==> config.mk <==
export PLATFORM = sky130hd
export DESIGN_NAME = arsm_ema
export DESIGN_NICKNAME = d
export VERILOG_FILES = /design/src/design/accel_roll_angle_smoother_defines.svh /design/src/design/arsm_pkg.sv /design/src/design/arsm_ema.sv
export SDC_FILE = /design/constraint.sdc
export NUM_CORES = 2
export LEC_CHECK = 0
export BUFFER_PORTS_ARGS = -buffer_cell sky130_fd_sc_hd__buf_2
export CORE_MARGIN = 2
export CORE_UTILIZATION = 35
export CTS_BUF_LIST = sky130_fd_sc_hd__clkbuf_4 sky130_fd_sc_hd__clkbuf_8
export CTS_CLUSTER_DIAMETER = 150
export CTS_CLUSTER_SIZE = 16
export DETAILED_ROUTE_END_ITERATION = 10
export SLEW_MARGIN = 20
export SYNTH_ARGS = -nofsm -noshare
export SYNTH_HDL_FRONTEND = slang
export SYNTH_SLANG_ARGS = --single-unit
==> constraint.sdc <==
create_clock -name aclk -period 20.7 [get_ports aclk]
set_clock_uncertainty 0.05 [all_clocks]
set_input_delay 1.035 -clock aclk [delete_from_list [all_inputs] [get_ports aclk]]
set_output_delay 1.035 -clock aclk [all_outputs]
set_load 0.005 [all_outputs]
==> src/design/accel_roll_angle_smoother_defines.svh <==
// assertion macros for the roll angle smoother
`ifndef ACCEL_ROLL_ANGLE_SMOOTHER_DEFINES_SVH
`define ACCEL_ROLL_ANGLE_SMOOTHER_DEFINES_SVH

`ifndef SYNTH
// property that must hold at every clock edge out of reset
`define ARSM_ASSERT(name, prop, msg) \
    name: assert property (@(posedge aclk) disable iff (!aresetn) prop) else $error(msg);
// condition that must never be seen out of reset
`define ARSM_NEVER(name, cond, msg) \
    name: assert property (@(posedge aclk) disable iff (!aresetn) !(cond)) else $error(msg);
`else
`define ARSM_ASSERT(name, prop, msg)
`define ARSM_NEVER(name, cond, msg)
`endif

`endif

==> src/design/arsm_pkg.sv <==
package arsm_pkg;

    localparam int SAMPLE_BITS  = 16;
    localparam int CORDIC_STEPS = 16;
    localparam int TABLE_LEN    = 24;
    localparam int STEP_W       = $clog2(TABLE_LEN);
    // corrected samples carry one extra bit, the cordic x and y three more for gain
    localparam int XY_W         = SAMPLE_BITS + 4;
    localparam int ANG_W        = 24;
    localparam int ROLL_W       = 16;
    localparam int ALPHA_W      = 17;
    localparam int AVG_W        = 32;
    localparam int CLAMP_W      = 36;
    localparam int CFG_IDX_W    = 2;
    localparam int ROLL_LIMIT   = 23040;
    localparam int ALPHA_ONE    = 65536;

    // register indexes of the configuration port
    localparam logic [CFG_IDX_W-1:0] REG_OFFSET_Y = 2'd0;
    localparam logic [CFG_IDX_W-1:0] REG_OFFSET_Z = 2'd1;
    localparam logic [CFG_IDX_W-1:0] REG_WEIGHT   = 2'd2;

    // how the roll of an item is found
    typedef enum logic [1:0] {
        CLS_CORDIC,
        CLS_ZERO,
        CLS_POS,
        CLS_NEG
    } roll_cls_t;

    // payload handed from cell to cell
    typedef struct packed {
        logic signed [XY_W-1:0]  x;
        logic signed [XY_W-1:0]  y;
        logic signed [ANG_W-1:0] ang;
        roll_cls_t               cls;
    } cordic_t;

    // atan(2^-i) in degrees, scaled by 2^16
    function automatic logic signed [ANG_W-1:0] atan_q16(input logic [STEP_W-1:0] i);
        logic signed [ANG_W-1:0] r;
        case (i)
            5'd0:    r = 24'sd2949120;
            5'd1:    r = 24'sd1740967;
            5'd2:    r = 24'sd919879;
            5'd3:    r = 24'sd466945;
            5'd4:    r = 24'sd234379;
            5'd5:    r = 24'sd117304;
            5'd6:    r = 24'sd58666;
            5'd7:    r = 24'sd29335;
            5'd8:    r = 24'sd14668;
            5'd9:    r = 24'sd7334;
            5'd10:   r = 24'sd3667;
            5'd11:   r = 24'sd1833;
            5'd12:   r = 24'sd917;
            5'd13:   r = 24'sd458;
            5'd14:   r = 24'sd229;
            5'd15:   r = 24'sd115;
            5'd16:   r = 24'sd57;
            5'd17:   r = 24'sd29;
            5'd18:   r = 24'sd14;
            5'd19:   r = 24'sd7;
            5'd20:   r = 24'sd4;
            5'd21:   r = 24'sd2;
            5'd22:   r = 24'sd1;
            default: r = 24'sd0;
        endcase
        return r;
    endfunction

    // limit an angle to plus or minus ninety degrees in q8.8
    function automatic logic signed [ROLL_W-1:0] clamp_roll(input logic signed [CLAMP_W-1:0] v);
        logic signed [ROLL_W-1:0] r;
        if (v > CLAMP_W'(ROLL_LIMIT)) begin
            r = ROLL_W'(ROLL_LIMIT);
        end else if (v < -CLAMP_W'(ROLL_LIMIT)) begin
            r = -ROLL_W'(ROLL_LIMIT);
        end else begin
            r = v[ROLL_W-1:0];
        end
        return r;
    endfunction

endpackage

==> src/design/arsm_ema.sv <==
module arsm_ema
    import arsm_pkg::*;
(
    input  logic                aclk,
    input  logic                aresetn,
    input  logic                in_valid,
    input  cordic_t             in_data,
    input  logic [ALPHA_W-1:0]  weight,
    output logic                out_load,
    output logic                m_tvalid,
    input  logic                m_tready,
    output logic [31:0]         m_tdata
);

    localparam int P1_W  = ALPHA_W + 1 + ROLL_W;
    localparam int P2_W  = ALPHA_W + 1 + AVG_W;
    localparam int SUM_W = P2_W + 2;

    logic                     r_valid_reg;
    logic signed [ROLL_W-1:0] r_roll_reg;
    logic signed [ROLL_W-1:0] r_roll_next;
    logic                     a_valid_reg;
    logic signed [ROLL_W-1:0] a_roll_reg;
    logic signed [P1_W-1:0]   a_p1_reg;
    logic signed [P2_W-1:0]   a_p2_reg;
    logic                     b_valid_reg;
    logic                     b_valid_next;
    logic signed [ROLL_W-1:0] b_roll_reg;
    logic signed [AVG_W-1:0]  average_reg;
    logic signed [AVG_W-1:0]  average_next;
    logic                     out_valid_reg;
    logic                     out_valid_next;
    logic signed [ROLL_W-1:0] out_raw_reg;
    logic signed [ROLL_W-1:0] out_sm_reg;
    logic signed [ROLL_W-1:0] sm_next;
    logic [ALPHA_W-1:0]       alpha;
    logic [ALPHA_W-1:0]       beta;

    // final roll from the rotated angle or the special cases
    always_comb begin
        logic signed [ANG_W:0] rounded;
        rounded = (ANG_W+1)'(in_data.ang) + (ANG_W+1)'(128);
        unique case (in_data.cls)
            CLS_CORDIC: r_roll_next = clamp_roll(CLAMP_W'(rounded >>> 8));
            CLS_ZERO:   r_roll_next = '0;
            CLS_POS:    r_roll_next = ROLL_W'(ROLL_LIMIT);
            CLS_NEG:    r_roll_next = -ROLL_W'(ROLL_LIMIT);
            default:    r_roll_next = '0;
        endcase
    end

    // saturated weight and its complement
    assign alpha = (weight > ALPHA_W'(ALPHA_ONE)) ? ALPHA_W'(ALPHA_ONE) : weight;
    assign beta  = ALPHA_W'(ALPHA_ONE) - alpha;

    // blend of new roll and old average, rounded back to 2^-24 degree
    always_comb begin
        logic signed [SUM_W-1:0] s;
        logic signed [SUM_W-1:0] q;
        s = (SUM_W'(a_p1_reg) <<< 16) + SUM_W'(a_p2_reg) + SUM_W'(32768);
        q = s >>> 16;
        if (q > SUM_W'(32'sh7fffffff)) begin
            average_next = 32'sh7fffffff;
        end else if (q < -SUM_W'(33'sh080000000)) begin
            average_next = 32'sh80000000;
        end else begin
            average_next = q[AVG_W-1:0];
        end
    end

    // smoothed roll in q8.8 from the average
    always_comb begin
        logic signed [AVG_W:0] t;
        t = (AVG_W+1)'(average_reg) + (AVG_W+1)'(32768);
        sm_next = clamp_roll(CLAMP_W'(t >>> 16));
    end

    // hand the waiting item to the output register when it is free
    assign out_load       = b_valid_reg && (!out_valid_reg || m_tready);
    assign b_valid_next   = a_valid_reg ? 1'b1 : (out_load ? 1'b0 : b_valid_reg);
    assign out_valid_next = out_load ? 1'b1 : ((out_valid_reg && m_tready) ? 1'b0 : out_valid_reg);

    // control state
    always_ff @(posedge aclk) begin
        if (!aresetn) begin
            r_valid_reg   <= 1'b0;
            a_valid_reg   <= 1'b0;
            b_valid_reg   <= 1'b0;
            out_valid_reg <= 1'b0;
            average_reg   <= '0;
        end else begin
            r_valid_reg   <= in_valid;
            a_valid_reg   <= r_valid_reg;
            b_valid_reg   <= b_valid_next;
            out_valid_reg <= out_valid_next;
            if (a_valid_reg) begin
                average_reg <= average_next;
            end
        end
    end

    // payload stages
    always_ff @(posedge aclk) begin
        r_roll_reg <= r_roll_next;
        a_roll_reg <= r_roll_reg;
        a_p1_reg   <= $signed({1'b0, alpha}) * r_roll_reg;
        a_p2_reg   <= $signed({1'b0, beta}) * average_reg;
        if (a_valid_reg) begin
            b_roll_reg <= a_roll_reg;
        end
        if (out_load) begin
            out_raw_reg <= b_roll_reg;
            out_sm_reg  <= sm_next;
        end
    end

    assign m_tvalid = out_valid_reg;
    assign m_tdata  = {out_sm_reg, out_raw_reg};

endmodule

---- Word level (Yosys, flattened, before mapping) ----
Cells that the tools add are included.
word-level totals
  register bits ........................... 200
  input bits .............................. 87
cells by class
  add/subtract/negate cells ............... 5
  multiply operators ...................... 2
  magnitude comparators ................... 7
  equality and inequality tests ........... 3
  multiplexer cells ....................... 11
  reductions and logical operators ........ 8
operators by type and width
  operator                                               count
  two-way mux 32 bit                                     2
  one-hot mux 16 bit (4 select lines)                    1
  adder 51 x 17 -> 52 bit (second input constant)        1
  adder 50 x 50 -> 51 bit                                1
  multiplier 18 x 32 -> 50 bit                           1
  two-way mux 16 bit                                     3
  > comparator 36 x 32 -> 1 bit (second input constant)  1
  < comparator 36 x 32 -> 1 bit (second input constant)  1
  > comparator 17 x 16 -> 1 bit (second input constant)  2
  < comparator 17 x 16 -> 1 bit (second input constant)  2
  multiplier 18 x 16 -> 34 bit                           1
  adder 32 x 17 -> 33 bit (second input constant)        1
  adder 24 x 9 -> 25 bit (second input constant)         1
  > comparator 17 bit (second input constant)            1
  two-way mux 17 bit                                     1
  subtractor 17 bit (first input constant)               1
  equality test 2 bit (second input constant)            2
  two-way mux 1 bit                                      4
  nonzero test 2 bit                                     2
  equality test 2 x 1 -> 1 bit (second input constant)   1
  logical AND 1 bit                                      2
  logical NOT 2 bit                                      1
  OR reduction 2 bit                                     1
  logical NOT 1 bit                                      1
  logical OR 1 bit                                       1

---- Depth between registers and ports, before layout ----
  depth after elaboration ................. 5
  mapped depth ............................ 37
  mapped depth without buffers ............ 32

---- Least setup slack after synthesis ----
No wires, ideal clock.
  path kind ............................... input port to flip-flop
  start ................................... input port weight[16]
  end ..................................... register a_p2_reg[49]
  library setup time ...................... 0.128 ns
  arrival ................................. 8.987 ns
  slack ................................... 11.535 ns
  stages .................................. 31
  path through ............................ clkbuf_1 > clkbuf_1 > nor2b_1 > clkbuf_1 > clkbuf_1 > inv_1 > ha_1 > a21bo_1 > or3_4 > nor3_2 > xnor2_2 > clkbuf_1 > and2_1 > fa_1 > fa_1 > fa_1 > fa_1 > fa_1 > inv_1 > fa_1 > inv_1 > ha_1 > and3_1 > nand4_1 > o31ai_1 > o21ai_0 > a211oi_1 > o2111ai_1 > a311oi_1 > mux2i_1 > nand4_1
on the way
  word-level cells in the longest chain between the ends .. 4
RTL lines
  element                         line             text
  start, declared                 arsm_ema.sv:8    input logic [ALPHA_W-1:0] weight,
  > comparator 17 bit             arsm_ema.sv:53   assign alpha = (weight > ALPHA_W'(ALPHA_ONE)) ? ALPHA_W'(ALPHA_ONE) : weight;
  two-way mux 17 bit *            arsm_ema.sv:53
  subtractor 17 bit *             arsm_ema.sv:54   assign beta = ALPHA_W'(ALPHA_ONE) - alpha;
  multiplier 18 x 32 -> 50 bit *  arsm_ema.sv:107  a_p2_reg <= $signed({1'b0, beta}) * average_reg;
  end signal, assigned            arsm_ema.sv:107
  end, declared                   arsm_ema.sv:25   logic signed [P2_W-1:0] a_p2_reg;
Mark *: on every way between the ends. The rest lies on a longest branch, timed or not.
A chain may end at the register's enable or synchronous reset.

---- Worst setup path in the final report ----
  start ................................... input port weight[5]
  end ..................................... register a_p2_reg[49]
Same word-level chain as after synthesis.

==> run summary <==
TIMING
----------------------------------------------------------------------------
Setup repair after global routing missed its margin                    false
Worst Tran Pin Value                                                 1.11 ns
Hold Fails Final Rpt                                                       0
Period Utilization, post-route                                         50.3%
Smallest hold slack                                                 0.362 ns
Relative slew margins                                                  25.9%
# setup viols final                                                        0
Max Freq                                                            96.1 MHz
Setup total negative slack                                              0 ns
Final critical-path required period                                 10.41 ns
Count of final max-slew check failures                                     0

YOSYS
----------------------------------------------------------------------------
Cell types with the largest area share after synthesis          fa_1, ha_1, inv_1
Register area share after synthesis                                    11.7%
Mapped Avg Cell Area                                                9.05 µm²
Post-synth EDFFs                                                          48
Number of flip-flops and latches in the synthesized netlist              185
Share of the synthesized area in the top cell type                     40.8%
Total nets after synthesis                                              5037
Most used flip-flop cell after synthesis                             dfxtp_1
Cell variety after synth                                                  70
Fraction of registers with async set or reset after synthesis             0%
Synthesized cell area                                              35700 µm²
Number of cells produced by synthesis                                   3946
Most area-hungry cell type in the Yosys netlist                         fa_1
Count of yosys warnings during synthesis                                   0

CLOCK NETWORK
----------------------------------------------------------------------------
Number of gates given a new drive strength after cts                       0
Clock-pin slew on the worst setup and hold paths                     0.13 ns
Number of clock sinks seen by CTS                                        185
Postcts setup bufs                                                         0
Worst-skew pair later-pin latency                                    0.57 ns
Deepest clock path buffer count                                            2
CTS H-tree depth                                                           4
TritonCTS clock tree                                                     yes
Clock buffers created by TritonCTS                                        17
Clock Tree Root                                                     clkbuf_8
Cts-stage hold buffer count                                                0

HOLD PATH
----------------------------------------------------------------------------
Number of cells traversed by the worst hold path                           0
Worst hold path class                                           register to register

SETUP PATH
----------------------------------------------------------------------------
Startpoint type of the worst setup path                           input port
CP endpoint kind                                                    register
Most common cell on crit path                                           fa_1
Maximum fanout encountered on the critical timing path                    33
Crit-path max cell delay                                             0.64 ns
Worst r2r path cells                                                      20
Startpoint-to-endpoint class of the critical path               input port to register
Master of the slowest instance on the critical path                   and2_1
Required time reported for the critical path endpoint               21.11 ns
Worst EP arrival                                                    10.82 ns

OUTCOME
----------------------------------------------------------------------------
Status                                                          finished, final reports clean

CELLS AND AREA
----------------------------------------------------------------------------
Non-filler cells, final                                                 5291
Highest-count cells in the layout ignoring fill and taps        inv_1, fa_1, nand2_1
Fraction of layout cells with a size suffix above 1                    4.98%
Commonest non-fill, non-tap cell in the layout                         inv_1
Syn-to-layout area delta                                               6.47%
Multi-input gate area                                              27800 µm²
Final core area utilization                                            37.5%
Max reg flops                                                             35
Net count reported at finish                                            4997
Number of filler cells placed in the layout                            10.4k
FF/Latch Area                                                       4190 µm²

GLOBAL ROUTE
----------------------------------------------------------------------------
GRT Residual Overflow                                                      0
GRT met1 Usage                                                         23.8%
Number of global-route vias before repair                              27.6k
Met3 track utilization from global routing                             1.90%
Initial antenna violation count                                            6
Overall routing resource usage                                         17.9%
Global route hottest layer                                              met2
Wire length of the first global-routing pass                       147000 µm
Global-route met2 utilization                                          30.9%
Pin count of the biggest net entering global routing                      52

ROUTING
----------------------------------------------------------------------------
Post-detailed-route via-to-cell ratio                                   4.86
Via total after detailed routing                                       25.7k
Final wirelength                                                    88300 µm
WL per Instance                                                      16.7 µm
DRC violations left                                                        0
Total iterations of the first detailed-routing run                         5
Iteration-0 DRC Markers                                                 1374
Final antenna-violating net count                                          0

PLACE
----------------------------------------------------------------------------
Port Buf Inserts                                                          73
DP HPWL                                                             68600 µm
Instance count after placement with tap cells included                  5255
Routability-driven placement congestion ratio                          0.856

PWR
----------------------------------------------------------------------------
Static leakage                                                       19.0 nW
Cell Pwr Density                                                 84.8 nW/µm²
Peak ir drop on the vdd network                                    0.0659 mV

FLOORPLANNING
----------------------------------------------------------------------------
Y dimension of the die                                                323 µm
Std-Cell Rows                                                            117
Number of placed I/O pins                                                121
Die area                                                          105000 µm²
Horiz. Die Dim                                                        323 µm
Core Footprint                                                    101000 µm²
Starting density of the core                                           35.2%

FLOW RUN
----------------------------------------------------------------------------
Count of max-cap constraint violations                                     0

-- metal layers --
layer / up-vias / routed length [µm] / part of all wire, %
met1: 13300 / 39500 / 45
met4: 2 / 2040 / 2.3
li1: 11800 / - / -
met2: 520 / 43100 / 49
met3: 110 / 3630 / 4.1
met5: - / 13 / 0.015
-- synth_stat cells, types with 4 or more instances --
master,instances
nor3_1,25
xnor2_1,90
buf_1,10
a31o_2,6
a21boi_0,5
xor2_1,47
nor2b_1,64
or3_1,8
ha_1,276
nor4_1,9
or2_2,4
o21a_1,15
nand2_1,548
dfxtp_1,137
a211oi_1,5
a41oi_1,4
o211a_1,4
a211o_1,4
o211ai_1,9
nand2b_1,26
o21bai_1,14
fa_1,728
nand3b_1,6
clkbuf_1,160
a31oi_1,15
nand3_1,42
a21oi_1,125
and2_1,319
buf_2,12
nand4_1,15
nor2_1,100
inv_1,832
a21o_1,50
o31a_1,5
and3_1,26
o31ai_1,8
and4_1,5
o21ai_0,83
edfxtp_1,48
nor3b_1,4
-- report_power, final --
part,leakage (nW),internal [mW],switching [mW]
Clock,0.215,0.0962,0.166
Combinational,17.1,0.998,1.44
Sequential,1.61,0.461,0.0636
Total,19.0,1.56,1.67
-- stage by stage --
step | cell area [µm²] | worst slack [ns] | total power [mW]
after floorplan | 35700 | 11.54 | 2.39
after detailed placement | 37600 | 9.73 | 2.98
final | 38000 | 10.29 | 3.22
after global placement | 37600 | 9.79 | 2.96
after CTS | 38000 | 10.33 | 3.26
after global routing | 38000 | 9.68 | 3.62
-- final timing paths --
path | start | end | slack [ns]
min | a_roll_reg[10] | b_roll_reg[10] | 0.36
max reg2reg | average_reg[8] | a_p2_reg[49] | 12.98
max | weight[5] | a_p2_reg[49] | 10.29
min reg2reg | a_roll_reg[10] | b_roll_reg[10] | 0.36
-- cell type report --
type	instances	area share, %
repair buffers	126	2.01
multi-input cells	2744	73.1
flip-flops and latches	185	11.0
inverters	832	8.22
diodes	4	0.0263
clock inverters	15	0.530
well taps	1368	4.50
clock buffers	17	0.616
-- worst max-delay path: cells and delay by family --
kind | cells | cell delay, ns
muxes | 1 | 0.25
buffers and inverters | 6 | 0.59
adders and majority gates | 7 | 3.46
xor gates and xnor gates | 1 | 0.17
and+or+nand+nor | 11 | 3.14
AOI/OAI and AO/OA | 5 | 2.12
-- cells by family after synthesis --
kind of cell / Yosys count / synth area share, %
AND/OR/NAND/NOR: 1211 / 16.6
flip-flops: 185 / 11.7
XOR/XNOR: 138 / 3.41
adder cells (fa/ha/maj): 1004 / 50.5
multiplexers: 2 / 0.0561
buffers and inverters: 1017 / 10.8
AO/OA/AOI/OAI: 389 / 6.91
Power figures use the tool's default switching activity.
