<file path="config.mk">
export PLATFORM = sky130hd
export DESIGN_NAME = arsm_cordic_cell
export DESIGN_NICKNAME = d
export VERILOG_FILES = /design/src/design/accel_roll_angle_smoother_defines.svh /design/src/design/arsm_pkg.sv /design/src/design/arsm_cordic_cell.sv
export SDC_FILE = /design/constraint.sdc
export NUM_CORES = 1
export LEC_CHECK = 0
export BUFFER_PORTS_ARGS = -buffer_cell sky130_fd_sc_hd__buf_2
export CORE_MARGIN = 2
export CORE_UTILIZATION = 29
export DETAILED_ROUTE_END_ITERATION = 7
export GPL_TIMING_DRIVEN = 0
export MAX_ROUTING_LAYER = met4
export SETUP_SLACK_MARGIN = 0.5
export SLEW_MARGIN = 20
export SYNTH_ARGS = -nofsm -noshare
export SYNTH_HDL_FRONTEND = slang
export SYNTH_SLANG_ARGS = --single-unit
</file>
<file path="constraint.sdc">
create_clock -name aclk -period 5.9 [get_ports aclk]
set_clock_uncertainty 0.2 [all_clocks]
set_input_delay 0.295 -clock aclk [delete_from_list [all_inputs] [get_ports aclk]]
set_output_delay 0.295 -clock aclk [all_outputs]
set_load 0.005 [all_outputs]
</file>
<file path="src/design/accel_roll_angle_smoother_defines.svh">
// assertion macros for the roll angle smoother
`ifndef ACCEL_ROLL_ANGLE_SMOOTHER_DEFINES_SVH
`define ACCEL_ROLL_ANGLE_SMOOTHER_DEFINES_SVH

`ifndef SYNTH
// property that must hold at every clock edge out of reset
`define ARSM_ASSERT(name, prop, msg) \
    name: assert property (@(posedge aclk) disable iff (!aresetn) prop) else $error(msg);
// condition that must never be seen out of reset
`define ARSM_NEVER(name, cond, msg) \
    name: assert property (@(posedge aclk) disable iff (!aresetn) !(cond)) else $error(msg);
`else
`define ARSM_ASSERT(name, prop, msg)
`define ARSM_NEVER(name, cond, msg)
`endif

`endif

</file>
<file path="src/design/arsm_pkg.sv">
package arsm_pkg;

    localparam int SAMPLE_BITS  = 16;
    localparam int CORDIC_STEPS = 16;
    localparam int TABLE_LEN    = 24;
    localparam int STEP_W       = $clog2(TABLE_LEN);
    // corrected samples carry one extra bit, the cordic x and y three more for gain
    localparam int XY_W         = SAMPLE_BITS + 4;
    localparam int ANG_W        = 24;
    localparam int ROLL_W       = 16;
    localparam int ALPHA_W      = 17;
    localparam int AVG_W        = 32;
    localparam int CLAMP_W      = 36;
    localparam int CFG_IDX_W    = 2;
    localparam int ROLL_LIMIT   = 23040;
    localparam int ALPHA_ONE    = 65536;

    // register indexes of the configuration port
    localparam logic [CFG_IDX_W-1:0] REG_OFFSET_Y = 2'd0;
    localparam logic [CFG_IDX_W-1:0] REG_OFFSET_Z = 2'd1;
    localparam logic [CFG_IDX_W-1:0] REG_WEIGHT   = 2'd2;

    // how the roll of an item is found
    typedef enum logic [1:0] {
        CLS_CORDIC,
        CLS_ZERO,
        CLS_POS,
        CLS_NEG
    } roll_cls_t;

    // payload handed from cell to cell
    typedef struct packed {
        logic signed [XY_W-1:0]  x;
        logic signed [XY_W-1:0]  y;
        logic signed [ANG_W-1:0] ang;
        roll_cls_t               cls;
    } cordic_t;

    // atan(2^-i) in degrees, scaled by 2^16
    function automatic logic signed [ANG_W-1:0] atan_q16(input logic [STEP_W-1:0] i);
        logic signed [ANG_W-1:0] r;
        case (i)
            5'd0:    r = 24'sd2949120;
            5'd1:    r = 24'sd1740967;
            5'd2:    r = 24'sd919879;
            5'd3:    r = 24'sd466945;
            5'd4:    r = 24'sd234379;
            5'd5:    r = 24'sd117304;
            5'd6:    r = 24'sd58666;
            5'd7:    r = 24'sd29335;
            5'd8:    r = 24'sd14668;
            5'd9:    r = 24'sd7334;
            5'd10:   r = 24'sd3667;
            5'd11:   r = 24'sd1833;
            5'd12:   r = 24'sd917;
            5'd13:   r = 24'sd458;
            5'd14:   r = 24'sd229;
            5'd15:   r = 24'sd115;
            5'd16:   r = 24'sd57;
            5'd17:   r = 24'sd29;
            5'd18:   r = 24'sd14;
            5'd19:   r = 24'sd7;
            5'd20:   r = 24'sd4;
            5'd21:   r = 24'sd2;
            5'd22:   r = 24'sd1;
            default: r = 24'sd0;
        endcase
        return r;
    endfunction

    // limit an angle to plus or minus ninety degrees in q8.8
    function automatic logic signed [ROLL_W-1:0] clamp_roll(input logic signed [CLAMP_W-1:0] v);
        logic signed [ROLL_W-1:0] r;
        if (v > CLAMP_W'(ROLL_LIMIT)) begin
            r = ROLL_W'(ROLL_LIMIT);
        end else if (v < -CLAMP_W'(ROLL_LIMIT)) begin
            r = -ROLL_W'(ROLL_LIMIT);
        end else begin
            r = v[ROLL_W-1:0];
        end
        return r;
    endfunction

endpackage

</file>
<file path="src/design/arsm_cordic_cell.sv">
module arsm_cordic_cell
    import arsm_pkg::*;
(
    input  logic                aclk,
    input  logic                aresetn,
    input  logic [STEP_W-1:0]   step_idx,
    input  logic                in_valid,
    input  cordic_t             in_data,
    output logic                out_valid,
    output cordic_t             out_data
);

    logic    valid_reg;
    cordic_t data_reg;
    cordic_t data_next;

    // one vectoring rotation toward the x axis
    always_comb begin
        logic signed [XY_W-1:0] xs;
        logic signed [XY_W-1:0] ys;
        xs = in_data.x >>> step_idx;
        ys = in_data.y >>> step_idx;
        data_next = in_data;
        if (in_data.y >= 0) begin
            data_next.x   = in_data.x + ys;
            data_next.y   = in_data.y - xs;
            data_next.ang = in_data.ang + atan_q16(step_idx);
        end else begin
            data_next.x   = in_data.x - ys;
            data_next.y   = in_data.y + xs;
            data_next.ang = in_data.ang - atan_q16(step_idx);
        end
    end

    // valid marker
    always_ff @(posedge aclk) begin
        if (!aresetn) begin
            valid_reg <= 1'b0;
        end else begin
            valid_reg <= in_valid;
        end
    end

    // payload
    always_ff @(posedge aclk) begin
        data_reg <= data_next;
    end

    assign out_valid = valid_reg;
    assign out_data  = data_reg;

endmodule

</file>
# Word level (Yosys, flattened, before mapping)
# Memory sizes are Yosys's and may differ from the RTL's.
# Index checks and enable logic that the tools add are counted.
dict set report classes {
  magnitude_cmp 1
  n_addsub 6
  muxes 3
  shifts 2
}
# operator n
set ops {}
lappend ops {{$mux 64} 1}
lappend ops {{$mux 24} 2}
lappend ops {{$add 20x20->20} 2}
lappend ops {{$sshr 20x5->20} 2}
lappend ops {{$sub 20x20->20} 2}
lappend ops {{$add 24x24->24} 1}
lappend ops {{$sub 24x24->24} 1}
lappend ops {{$ge 20x1->1 const B} 1}
dict set report totals {
  register_bits 67
  memories 2
  elab_cells 19
  mem_bits_ro 1408
}
# name words word_bits rd rd_clocked_by_memory_dff wr line
set memory_table {}
lappend memory_table {{(no name shown)} 32 22 1 0 0 arsm_pkg.sv:42} ;# case (i)
lappend memory_table {{(no name shown)} 32 22 1 0 0 arsm_pkg.sv:42}

# Longest topological paths before layout
# Gate-level depths: netlist of run 1.
dict set report depth {
  depth_word 4
  mapped_depth 25
  mapped_depth_nobuf 20
}

# Worst setup path after synthesis of run 1
# Ideal clock, no wire load.
dict set report synth_path {
  kind {input port to flip-flop}
  from {input step_idx[0]}
  to {register data_reg (netlist bit out_data[24])}
  setup_time_ps 72
  stages 23
  arrival_time_ps 5019
  path_slack_ps 609
  n_path_buf 4
  path_cell_list {buf_6 -> buf_6 -> inv_2 -> buf_2 -> buf_1 -> ha_1 -> mux4_2 -> o2bb2ai_1 -> and4b_1 -> nand2_1 -> nor2_1 -> a21o_1 -> xor2_1 -> ha_1 -> a21o_1 -> a21o_1 -> a21oi_1 -> nor2_1 -> a311o_1 -> a211o_1 -> a31o_2 -> a21oi_1 -> xnor2_1}
}
# element line
set synth_rtl {}
lappend synth_rtl {{start: declaration} arsm_cordic_cell.sv:6} ;# input logic [STEP_W-1:0] step_idx,
lappend synth_rtl {{end signal: assignment} arsm_cordic_cell.sv:46} ;# data_reg <= data_next;
lappend synth_rtl {{end: declaration} arsm_cordic_cell.sv:14} ;# cordic_t data_reg;

==> impl_metrics.tcl, run 1 <==
set metrics [dict create \
    status "complete, no violations" \
    crit_path_top_delay_cell "mux4_2" \
    muxShareOfSynthArea_pct 18.8 \
    nNetsFinal 1322 \
    cp_data_arrival_time_ns 5.26 \
    synth_top_cell_area_share_pct 16.0 \
    syn_inst 1003 \
    dieArea_sq_um 30400 \
    cts_buffer_depth 2 \
    crit_top_cell "buf_8" \
    cts-buffers-inserted 9 \
    grt_pass1_vias 8133 \
    rsz0062_at_grt "yes" \
    start_kind "primary input" \
    dr.pass1.iters 6 \
    endpoint_kind "register" \
    synth_nets 1159 \
    layout_common_cells "142 x buf_2, 95 x nand2_1, 86 x nor2_1, 77 x ha_1, 73 x xnor2_1" \
    synthXorXnorAreaFrac_pct 10.4 \
    drv_cap 0 \
    synth_compound_area_share_pct 20.6 \
    die_y_um 174 \
    crit_type "in -> reg" \
    synth_edf_count 0 \
    synth_flop_cell "dfxtp_1" \
    avgSynthCellArea_sq_um 8.38 \
    drive_above_1_share_pct 24.9 \
    drt_iter0_markers 782 \
    via_count 8671 \
    drt_wl_total_mm 30.7 \
    synth_warnings 0 \
    gp_congestion 0.997 \
    grt_pass1_wl_mm 46.5 \
    synth_area_sq_um 8410 \
    path_delay_family "compound AO/OA/AOI/OAI gates" \
    cts.sinks 67 \
    fin_util_pct 35.6 \
    synthToLayoutAreaGrowth_pct 21.0 \
    drv_slew 0 \
    drc_errors 0 \
    path_clk_slew_ns 0.06 \
    synthTopCellsByArea "dfxtp_1 16%, ha_1 12%, mux4_2 12%" \
    yosysUniqueCellTypes 79 \
    synth_simple_gate_area_share_pct 17.5 \
    setup_tns_ns 0 \
    vias_per_cell 5.57 \
    power_mw 2.52 \
    hpwl_mm 24.2 \
    chipWidth_um 174 \
    grt_usage_pct 20.4 \
    setup_viol 0 \
    path_cells "buf_2 -> buf_6 -> buf_8 -> inv_2 -> buf_8 -> buf_8 -> ha_2 -> mux4_2 -> o2bb2ai_2 -> and4b_1 -> nand4_1 -> o21ai_0 -> xnor2_1 -> ha_1 -> a21o_1 -> a21o_1 -> a21oi_1 -> nor2_1 -> a311o_1 -> a211o_1 -> a31o_2 -> a21oi_1 -> xnor2_1" \
    cp-startpoint "step_idx[0]" \
    grt_max_degree 14 \
    synth-adder-area-share_pct 12.5 \
    final_common_cell "buf_2" \
    p_leak_nw 4.35 \
    wl_per_cell_um 19.8 \
    min_path_type "in -> reg" \
    placement.io_buffers 138 \
    synth_top_family_by_area "compound AO/OA/AOI/OAI gates" \
    grt_antenna_before_repair 1 \
    ys_seq_area_share_pct 16.0 \
    hold_violations 0 \
    min_period_ns 5.17 \
    min_from "in_data[3]" \
    grt-ovfl-total 0 \
    tightestPinTransition_ns 0.846 \
    cts.htree.levels 3 \
    async_flop_share_pct 0 \
    ys_seq_elements 67 \
    rows 62 \
    critPathBufInv 6 \
    power.density_nw_per_um2 247 \
    relSlewSlack_pct 43.0 \
    vdd_ir_drop_max_uv 128 \
    cts_tree "done" \
    cts-root-buf "clkbuf_16" \
    worstPathMaxFanout 13 \
    fin_crit_sh_pct 87.7 \
    coreArea_sq_um 28600 \
    ant_nets 0 \
    initial_core_util_pct 29.4 \
    cp_data_required_time_ns 5.99 \
    ioPinCount 141 \
    synth_top_cell_by_area "dfxtp_1" \
    cp_slowest_stage_delay_ns 0.50 \
    max_freq_mhz 193 \
]
path summary, 6_finish.rpt:
| kind | slack [ns] | endpoint | cells past startpoint |
|---|---|---|---|
| worst max-delay path | 0.73 | out_data[24] | 23 |
| worst min-delay path | 0.04 | out_data[3] | 2 |
sequential cells by signal, summed over array words and instances (netlist names):
| name | cells |
|---|---|
| out_data | 66 |
| out_valid | 1 |
per-stage QoR:
stage	area [sq um]	worst slack, ns	cells	hold slack, ns
2_1_floorplan	8410	0.609	1003	0.123
3_3_place_gp	9580	-0.590	1525	0.200
3_5_place_dp	9580	-0.563	1525	0.199
4_1_cts	10000	0.482	1547	0.0403
5_1_grt	10200	0.462	1556	0.0638
6_report	10200	0.726	1556	0.0413
cell families after synthesis:
family / after synthesis
AND/OR/NAND/NOR: 309
adder cells (fa/ha/maj): 82
flip-flops: 67
AO/OA/AOI/OAI: 263
buffers and inverters: 82
XOR/XNOR: 100
multiplexers: 100
cells in the mapped netlist, types with 4 or more instances:
cell	count
nor2_1	87
a211oi_1	8
nor2b_1	11
o21bai_1	9
mux2i_1	35
o211ai_1	6
buf_2	10
o21a_1	10
nor4_1	4
buf_1	11
dfxtp_1	67
or3_1	11
nor3b_1	4
o22a_1	4
a21oi_1	71
or2_2	8
buf_4	4
and3_1	9
mux2_2	21
nand2_1	95
xnor2_1	74
and2_1	10
a21o_1	21
xor2_1	26
a22oi_1	4
a31o_2	6
clkbuf_1	21
a31oi_1	11
nand2b_1	16
inv_1	29
nand4_1	6
ha_1	79
o31ai_1	10
nand3_1	13
o21ai_0	61
mux4_2	43
nor3_1	22
report_power, final:
group / switching, mW / total [mW] / internal, mW
Sequential: 0.0385 / 0.666 / 0.628
Combinational: 0.704 / 1.30 / 0.596
Clock: 0.227 / 0.553 / 0.326
Total: 0.969 / 2.52 / 1.55
layer usage:
metal / track usage, % / vias up / part of all wire [%]
met3: 4.40 / 84 / 9.8
met2: 31.8 / 498 / 45
met1: 26.0 / 4059 / 42
met4: 6.90 / 0 / 3.6
met5: - / - / 0
li1: - / 4030 / -
what timing repair did:
item / CTS / global route
setup buffers: 0 / 8
pin swaps: 0 / 5
gates resized for setup: 23 / 35
hold buffers: 6 / 0
endpoints found under the hold margin: 5 / 0
setup endpoints to repair: 21 / 12
layout make-up:
| cell class | count | area [sq um] |
|---|---|---|
| Tap cell | 384 | 480 |
| Clock inverter | 5 | 53.8 |
| Sequential cell | 67 | 1340 |
| Multi-Input combinational cell | 854 | 6830 |
| Buffer | 49 | 300 |
| Inverter | 33 | 124 |
| Clock buffer | 11 | 233 |
| Fill cell | 3012 | 18400 |
| Antenna cell | 1 | 2.50 |
| Timing Repair Buffer | 152 | 811 |
Note: power is estimated with default switching activity, not from simulation.
==> inputs of run 2 (changes only) <==
CAP_MARGIN = 15   (was default)
RECOVER_POWER = 25   (was default)
==> run 2 against run 1 <==
Compared with the run above: clock-buffer cell count unchanged; global-route usage unchanged; setup slack got worse by 0.00084 ns; highest routed layer unchanged; non-clock buffer count unchanged; largest cell class unchanged; clock power about the same; cell area about the same; first-iteration DRC count unchanged; largest power group unchanged; sequential share of layout area about the same; critical path type unchanged; die area unchanged.
==> impl_metrics.tcl, run 2 (synthesized netlist as in run 1, its figures left out) <==
set metrics [dict create \
    min_period_ns 5.17 \
    wl_per_cell_um 19.8 \
    grt_pass1_wl_mm 46.5 \
    ant_nets 0 \
    cp_data_arrival_time_ns 5.26 \
    start_kind "primary input" \
    hold_violations 0 \
    dr.pass1.iters 6 \
    grt_usage_pct 20.4 \
    drive_above_1_share_pct 24.4 \
    endpoint_kind "register" \
    vias_per_cell 5.57 \
    worstPathMaxFanout 13 \
    grt_max_degree 14 \
    tightestPinTransition_ns 0.846 \
    drt_iter0_markers 782 \
    hpwl_mm 24.2 \
    power.density_nw_per_um2 247 \
    cts_tree "done" \
    crit_type "in -> reg" \
    ioPinCount 141 \
    fin_util_pct 35.5 \
    die_y_um 174 \
    cts-buffers-inserted 9 \
    largest_register_ffs 66 \
    relSlewSlack_pct 43.0 \
    gp_congestion 0.997 \
    setup_viol 0 \
    placement.io_buffers 138 \
    grt-ovfl-total 0 \
    via_count 8665 \
    cp_data_required_time_ns 5.99 \
    cp-startpoint "step_idx[0]" \
    drc_errors 0 \
    layout_common_cells "136 x buf_2, 95 x nand2_1, 86 x nor2_1, 77 x ha_1, 73 x xnor2_1" \
    vdd_ir_drop_max_uv 128 \
    p_leak_nw 4.34 \
    fin_crit_sh_pct 87.7 \
    fin_cells 1556 \
    dp_cells 1525 \
    status "complete, no violations" \
    crit_end "out_data[24]" \
    coreArea_sq_um 28600 \
    min_path_type "in -> reg" \
    dieArea_sq_um 30400 \
    cts-root-buf "clkbuf_16" \
    setup_slack_ns 0.725 \
    path_clk_slew_ns 0.06 \
    final_common_cell "buf_2" \
    chipWidth_um 174 \
    grt_antenna_before_repair 1 \
    dpl-instance-area_sq_um 9580 \
    cts.sinks 67 \
    finish.instance_area_sq_um 10200 \
    cts_buffer_depth 2 \
    setup_tns_ns 0 \
    synthToLayoutAreaGrowth_pct 20.9 \
    cts.htree.levels 3 \
    power_mw 2.52 \
    grt_pass1_vias 8133 \
    drt_wl_total_mm 30.7 \
    pre_cts_slack_ns -0.563 \
    rows 62 \
    initial_core_util_pct 29.4 \
    drv_slew 0 \
    drv_cap 0 \
    nFillCells 3018 \
    nNetsFinal 1322 \
    rsz0062_at_grt "yes" \
    max_freq_mhz 193 \
    holdWs_ns 0.0412 \
]
run 2: what timing repair did:
| item | 4_1_cts | 5_1_grt |
|---|---|---|
| setup buffers | 0 | 8 |
| gates resized for setup | 23 | 35 |
| hold buffers | 6 | 0 |
| setup endpoints to repair | 21 | 12 |
| cloned | 0 | 0 |
| hold endpoints to repair | 5 | 0 |
| pin swaps | 0 | 5 |
run 2: worst min-delay path by stage:
stage,start,endpoint,slack (ns),cells after the start
floorplan,in_data[0],out_data[0],0.12,0
global placement,in_data[1],out_data[1],0.20,1
detailed placement,in_data[0],out_data[0],0.20,1
CTS,in_data[3],out_data[3],0.04,2
global route,in_data[3],out_data[3],0.06,2
finish,in_data[3],out_data[3],0.04,2
run 2: worst max-delay path: stages:
cell	delay, ns
buf_2	0.14
buf_6	0.15
buf_8	0.16
inv_2	0.11
buf_8	0.18
buf_8	0.18
ha_2	0.35
mux4_2	0.50
o2bb2ai_2	0.18
and4b_1	0.32
nand4_1	0.15
o21ai_0	0.37
xnor2_1	0.16
ha_1	0.22
a21o_1	0.18
a21o_1	0.18
a21oi_1	0.18
nor2_1	0.05
a311o_1	0.36
a211o_1	0.31
a31o_2	0.24
a21oi_1	0.16
xnor2_1	0.13
run 2: final cells by class:
class	instances	area (sq um)	share of cell area [%]
timing repair buffer	152	803	7.90
tap	384	480	4.72
inverter	33	124	1.22
clock buffer	11	233	2.29
clock inverter	5	53.8	0.529
antenna	1	2.50	0.0246
multi-input combinational	854	6830	67.2
buffer	49	300	2.95
sequential	67	1340	13.2
run 2: routing by layer:
metal	track usage, %	part of all wire [%]	vias up
li1	-	-	4031
met1	26.0	42	4065
met2	31.8	45	483
met3	4.40	9.5	86
met4	6.90	3.6	0
met5	-	0	-
run 2: power breakdown:
group	internal [mW]	total, mW	leakage, nW	switching, mW
clock	0.326	0.552	0.143	0.226
sequential	0.628	0.667	0.565	0.0390
combinational	0.593	1.30	3.63	0.704
total	1.55	2.52	4.34	0.969
